### config.mk
export PLATFORM = sky130hd
export DESIGN_NAME = spmv_ctrl
export DESIGN_NICKNAME = d
export VERILOG_FILES = /design/src/hdl/spmv_pkg.sv /design/src/hdl/spmv_ctrl.sv
export SDC_FILE = /design/constraint.sdc
export NUM_CORES = 1
export LEC_CHECK = 0
export BUFFER_PORTS_ARGS = -buffer_cell sky130_fd_sc_hd__buf_2
export CAP_MARGIN = 10
export CORE_UTILIZATION = 40
export DETAILED_ROUTE_END_ITERATION = 8
export GPL_ROUTABILITY_DRIVEN = 0
export PLACE_DENSITY = 0.66
export SLEW_MARGIN = 10
export SYNTH_ARGS = -nofsm -noshare
export SYNTH_HDL_FRONTEND = slang
export SYNTH_SLANG_ARGS = --single-unit
### constraint.sdc
create_clock -name clk -period 2.4 [get_ports clk]
set_input_delay 0.48 -clock clk [delete_from_list [all_inputs] [get_ports clk]]
set_output_delay 0.48 -clock clk [all_outputs]
set_load 0.01 [all_outputs]
### src/hdl/spmv_pkg.sv
`timescale 1ns / 1ps
// Shared types and codes for the CSR sparse matrix-vector multiply core.
// Used by the controller, the datapath and the top level; no dependencies.
package spmv_pkg;

  // Store sizes; the stream field widths are built around these values.
  localparam int MAX_ROWS     = 256;
  localparam int MAX_COLS     = 256;
  localparam int MAX_NONZEROS = 1024;

  localparam logic [2:0] OP_LOAD_X   = 3'd0;
  localparam logic [2:0] OP_LOAD_Y   = 3'd1;
  localparam logic [2:0] OP_LOAD_PTR = 3'd2;
  localparam logic [2:0] OP_LOAD_NZ  = 3'd3;
  localparam logic [2:0] OP_COMPUTE  = 3'd4;

  localparam logic [1:0] ST_OK      = 2'd0;
  localparam logic [1:0] ST_BAD_IDX = 2'd1;
  localparam logic [1:0] ST_BAD_COL = 2'd2;

  localparam logic [1:0] REG_NUM_ROWS = 2'd0;
  localparam logic [1:0] REG_NUM_COLS = 2'd1;
  localparam logic [1:0] REG_ALPHA    = 2'd2;
  localparam logic [1:0] REG_BETA     = 2'd3;

  // Commands from the controller to the datapath.
  typedef struct packed {
    logic capture;    // latch the accepted transaction
    logic do_load;    // perform the load write
    logic rd_ptr0;    // read row start
    logic rd_ptr1;    // read row end
    logic walk_rd;    // issue nonzero read at cursor, advance cursor
    logic x_rd;       // read x at fetched column
    logic mac;        // accumulate rounded product
    logic clip_dot;   // clip dot into its register
    logic scale_y;    // alpha and beta multiplies
    logic finish;     // sum, clip, write back y, load output
    logic fail_idx;   // load error output, status index
    logic fail_col;   // load error output, status column
    logic load_done;  // load the output register for a load item
  } spmv_cmd_t;

  // Status from the datapath to the controller.
  typedef struct packed {
    logic is_compute;
    logic op_known;
    logic load_ok;
    logic row_ok;
    logic ptr_ok;
    logic walk_more;
    logic col_ok;
  } spmv_stat_t;

endpackage

### src/hdl/spmv_ctrl.sv
`timescale 1ns / 1ps
// Controller state machine for the CSR multiply core.
// Depends on spmv_pkg for the command and status structs.
module spmv_ctrl (
  input  logic                 clk,
  input  logic                 rst,
  input  logic                 in_fire,
  input  logic                 out_free,
  input  spmv_pkg::spmv_stat_t stat,
  output spmv_pkg::spmv_cmd_t  cmd,
  output logic                 busy
);

  typedef enum logic [10:0] {
    S_IDLE  = 11'b00000000001,
    S_DEC   = 11'b00000000010,
    S_PTR0  = 11'b00000000100,
    S_PTR1  = 11'b00000001000,
    S_CHK   = 11'b00000010000,
    S_NZ    = 11'b00000100000,
    S_XRD   = 11'b00001000000,
    S_MAC   = 11'b00010000000,
    S_DOT   = 11'b00100000000,
    S_BETA  = 11'b01000000000,
    S_FIN   = 11'b10000000000
  } state_t;

  state_t state, state_next;

  always_ff @(posedge clk) begin
    if (rst) state <= S_IDLE;
    else state <= state_next;
  end

  always_comb begin
    state_next = state;
    cmd = '0;
    unique case (state)
      S_IDLE: begin
        if (in_fire) begin
          cmd.capture = 1'b1;
          state_next = S_DEC;
        end
      end
      S_DEC: begin
        if (out_free) begin
          if (!stat.is_compute) begin
            cmd.do_load = stat.op_known & stat.load_ok;
            cmd.load_done = 1'b1;
            state_next = S_IDLE;
          end else if (!stat.row_ok) begin
            cmd.fail_idx = 1'b1;
            state_next = S_IDLE;
          end else begin
            cmd.rd_ptr0 = 1'b1;
            state_next = S_PTR0;
          end
        end
      end
      S_PTR0: begin
        cmd.rd_ptr1 = 1'b1;
        state_next = S_PTR1;
      end
      S_PTR1: state_next = S_CHK;
      S_CHK: begin
        if (!stat.ptr_ok) begin
          cmd.fail_idx = 1'b1;
          state_next = S_IDLE;
        end else if (stat.walk_more) begin
          cmd.walk_rd = 1'b1;
          state_next = S_NZ;
        end else begin
          state_next = S_DOT;
        end
      end
      S_NZ: begin
        cmd.x_rd = 1'b1;
        state_next = S_XRD;
      end
      S_XRD: begin
        if (!stat.col_ok) begin
          cmd.fail_col = 1'b1;
          state_next = S_IDLE;
        end else begin
          state_next = S_MAC;
        end
      end
      S_MAC: begin
        cmd.mac = 1'b1;
        state_next = S_CHK;
      end
      S_DOT: begin
        cmd.clip_dot = 1'b1;
        state_next = S_BETA;
      end
      S_BETA: begin
        cmd.scale_y = 1'b1;
        state_next = S_FIN;
      end
      S_FIN: begin
        cmd.finish = 1'b1;
        state_next = S_IDLE;
      end
      default: state_next = S_IDLE;
    endcase
  end

  assign busy = (state != S_IDLE);

endmodule

# ---- Word-level counts from Yosys, hierarchy flattened
# Cells that the tools add are included.
dict set report totals {
  ff_bits 11
  latchBits 0
  mem_bits_rw 0
  rom_bits 0
  inputBits 11
  out_inout_bits 14
  memories 0
}
dict set report op_classes {
  addsub 0
  mul 0
  n_div 0
  n_lt_le_gt_ge 0
  n_eq_ne 14
  shifts 0
  mux 34
  n_bitwise 1
  n_reduce_logical 2
}
# operator n
set op_table {}
lappend op_table {{case mux 11 bit (9 select lines)} 1}
lappend op_table {{two-way mux 11 bit} 4}
lappend op_table {{two-way mux 1 bit} 23}
lappend op_table {{== test 11 x 1 -> 1 bit (second input constant)} 1}
lappend op_table {{== test 11 x 10 -> 1 bit (second input constant)} 1}
lappend op_table {{== test 11 bit (second input constant)} 1}
lappend op_table {{== test 11 x 2 -> 1 bit (second input constant)} 1}
lappend op_table {{== test 11 x 3 -> 1 bit (second input constant)} 1}
lappend op_table {{== test 11 x 4 -> 1 bit (second input constant)} 1}
lappend op_table {{== test 11 x 5 -> 1 bit (second input constant)} 1}
lappend op_table {{== test 11 x 6 -> 1 bit (second input constant)} 1}
lappend op_table {{== test 11 x 7 -> 1 bit (second input constant)} 1}
lappend op_table {{== test 11 x 8 -> 1 bit (second input constant)} 1}
lappend op_table {{== test 11 x 9 -> 1 bit (second input constant)} 1}
lappend op_table {{!= test 11 x 1 -> 1 bit (second input constant)} 1}
lappend op_table {{two-way mux 9 bit} 1}
lappend op_table {{two-way mux 8 bit} 1}
lappend op_table {{two-way mux 2 bit} 2}
lappend op_table {{!= test 2 bit (second input constant)} 2}
lappend op_table {{two-way mux 3 bit} 1}
lappend op_table {{case mux 1 bit (2 select lines)} 1}
lappend op_table {{AND reduction 2 bit} 1}
lappend op_table {{OR reduction 2 bit} 1}
lappend op_table {{AND 1 bit} 1}

# ---- Logic depth before layout (Yosys ltp)
dict set report logic_depth {
  ltp_word 4
  ltp_mapped 6
  ltp_nobuf 5
}

# ---- Worst setup path after synthesis
# No wires, ideal clock.
dict set report synth_path {
  path_type {register to output}
  startpoint {register state[6]}
  endpoint {output cmd[2] in the netlist's numbering}
  arrival_time_ns 1.762
  required_ns 1.920
  path_slack_ns 0.158
  path_stages_with_launch 6
  path_cell_list {dfxtp_1 buf_4 nor4_4 nand3b_4 or4_4 o32ai_1}
}
# item line_no
set synth_lines {}
lappend synth_lines {{from (decl)} spmv_ctrl.sv:28} ;# state_t state, state_next;
lappend synth_lines {{from (signal assigned)} spmv_ctrl.sv:32} ;# else state <= state_next;
lappend synth_lines {{to (decl)} spmv_ctrl.sv:10} ;# output spmv_pkg::spmv_cmd_t cmd,

==> summary.md <==
| Metric | Value |
|---|---|
| Outcome | `finished, violations left` |
| Violated checks | `negative setup slack` |
| Clk_skew | `3.252 ps` |
| Distinct cells, synth | `33` |
| Synth Flop Type | `dfxtp_1` |
| Net Sw Frac | `28.53%` |
| Mux contribution to synthesized area | `0%` |
| Power density cells | `414.5 nW/um^2` |
| Die Y-Extent | `44.67 um` |
| Largest family of logic cells by synthesized area | `simple AND/OR/NAND/NOR gates` |
| Hold Violations, Final | `0` |
| Final Max Tran Viols | `0` |
| Final #Nets | `~130` |
| GRT overflow | `0` |
| Static Leak | `0.4321 nW` |
| Post-Synthesis Net Count | `96` |
| Simple-gate share of the synthesized area | `51.37%` |
| DR vias/cell | `5.362` |
| I/O pin cnt | `25` |
| Die X | `44.67 um` |
| R2R Setup Slk | `720 ps` |
| I/O Buffers | `24` |
| Clock edge transition at the registers on the reported setup and hold paths | `about 80 ps` |
| Row Count | `15` |
| Min Hold Slack | `approximately 370 ps` |
| Largest Register | `state` |
| Post-Syn Area | `728.2 um^2` |
| DRT Pass-1 Iters | `3` |
| Highest net fanout along the worst path | `4` |
| HPWL Detailed | `roughly 1300 um` |
| Initial antenna violation count | `0` |
| ANT cells | `0` |
| Worst Path Required | `1920 ps` |
| Initial Utilization | `42.64%` |
| Commonest non-fill, non-tap cell in the layout | `buf_2` |
| Sequential share of power | `47.8%` |
| Largest register FFs | `11` |
| Crit path time final | `2466 ps` |
| Final number of setup-violating endpoints | `2` |
| Vias in the first global route | `685` |
| Peak VDD IR | `0.2572 mV` |
| Routed WL per cell | `12.65 um` |
| Post-Syn Instances | `85` |
| Critical path arrival | `1990 ps` |
| Worst setup SP type | `flip-flop` |
| CP endpoint kind | `output port` |
| Max cap viols | `0` |
| Sequential area share after synthesis | `30.24%` |
| Share of cells above drive strength 1 | `40.52%` |
| Antenna violation net count after detailed routing | `0` |
| Async SR Flop Fraction | `0%` |
| Post-synth EDFFs | `0` |
| RSZ-0062 raised after global routing | `true` |
| Layout filler cell count | `~170` |
| Clock Tree Buf Depth | `2` |
| Syn Area/Cell | `8.567 um^2` |
| CTS buffer count | `3` |
| Final period util | `102.7%` |
| Max-slew headroom | `between 70% and 80%` |
| Clock share of power | `about a third` |
| First DRT Iteration DRCs | `10` |
| Final instance area | `around 1000 um^2` |
| Logic pwr share | `19.8%` |
| WS Path Type | `flip-flop to output port` |
| DR vias | `between 700 and 800` |
| Final Worst Setup Slack | `-65.61 ps` |
| Synth warn | `0` |
| Largest net degree at the start of global routing | `11` |
| GRT Util Overall | `between 20% and 30%` |
| F_max | `a little over 400 MHz` |
| CTS tree | `done` |
| Post-DP Area | `slightly below 900 um^2` |
| # DRC | `0` |
| Die area | `roughly 2000 um^2` |
| # clock sinks | `11` |
| CTS H-tree lvls | `1` |
| XOR/XNOR Fraction of Synth Area | `3.608%` |
| #FFs+latches synth | `11` |
| Compound-Gate Fraction of Synth Area | `10.65%` |
| Min-delay worst type | `input port to flip-flop` |
| First-pass GRT wire length | `between 2000 and 3000 um` |
| Most frequent cells in the layout | `24 x buf_2, 9 x nor2_1, 9 x dfxtp_1, 7 x nor3_1, 6 x buf_4` |
| Post-synthesis adder-cell area fraction | `0%` |
| Clock Latency Late Sink | `about 270 ps` |
| Layout area overhead | `33.51%` |
| Largest registers | `state (11)` |
| Total Wirelength | `1784 um` |
| Core area | `between 1500 and 2000 um^2` |
| Worst Tran Pin Value | `roughly 430 ps` |
| Power Internal | `just under 300 uW` |
| NetSw | `about 110 uW` |
| CTS root buffer | `clkbuf_4` |
## cells in the mapped netlist, types with 3 or more instances
library cell  instances  area [um^2]
o22a_1                3        26.28
nor2_1                9        33.78
nor4b_1               4        35.03
nand2_1               5        18.77
nand2b_1              5        31.28
nor3b_1               4        30.03
nor4_1                3        18.77
dfxtp_1              11        220.2
inv_1                 4        15.01
nor3_1                7        35.03
## path summary, 6_finish.rpt
check,start,end,depth (start not counted)
max,state[4],cmd[2],5
min,stat[1],state[8],2
max reg2reg,state[0],state[0],5
min reg2reg,state[0],state[3],1
## through the flow
stage	setup WS, ps	TNS [ps]	util [%]	instances	total power [mW]
5_1_grt	-130.0	-283.7	56.92	141	0.4251
3_3_place_gp	184.8	0	51.94	134	0.2726
3_5_place_dp	171.0	0	51.94	134	0.2734
4_1_cts	-52.98	-101.0	55.46	140	0.4027
6_report	-65.61	-122.8	56.92	141	0.4030
2_1_floorplan	158.0	0	-	85	0.2456
## per-layer routing
metal	routed length (um)	track usage (%)	share of wire, %
met5	0	0	0
met4	19	7.273	1.1
met3	74	5.306	4.1
met2	831	32.94	47
met1	858	25.31	48
## cell families after synthesis
group / count (synthesis)
AOI/OAI and AO/OA: 10
DFF: 11
buffers and inverters: 7
xor gates and xnor gates: 3
and+or+nand+nor: 54
## critical path, stage by stage (launching register included)
cell,delay [ps]
dfxtp_4,350
nor4_4,340
nand3b_4,120
or4_4,540
o32ai_2,210
buf_2,160
## power groups by stage
stage | sequential [mW] | combinational, mW | clock (mW)
after floorplan | 0.196 | 0.0492 | 0
after global placement | 0.198 | 0.0750 | 0
after detailed placement | 0.198 | 0.0754 | 0
after CTS | 0.193 | 0.0766 | 0.133
after global routing | 0.194 | 0.0885 | 0.143
final | 0.193 | 0.0798 | 0.131
## repair_timing
action	4_1_cts	5_1_grt
hold buffers	0	0
endpoints found under the setup margin	3	6
gates resized for setup	5	3
setup buffers	2	1
pin swaps	1	1
## area by class of cell
class	count	area, um^2	area share, %
timing repair buffer	30	165.2	16.99
clock buffer	4	26.28	2.703
multi-input combinational	67	509.2	52.38
tap	25	31.28	3.218
inverter	4	15.01	1.544
sequential	11	225.2	23.17
No activity file was read; power rests on OpenSTA's default activity.
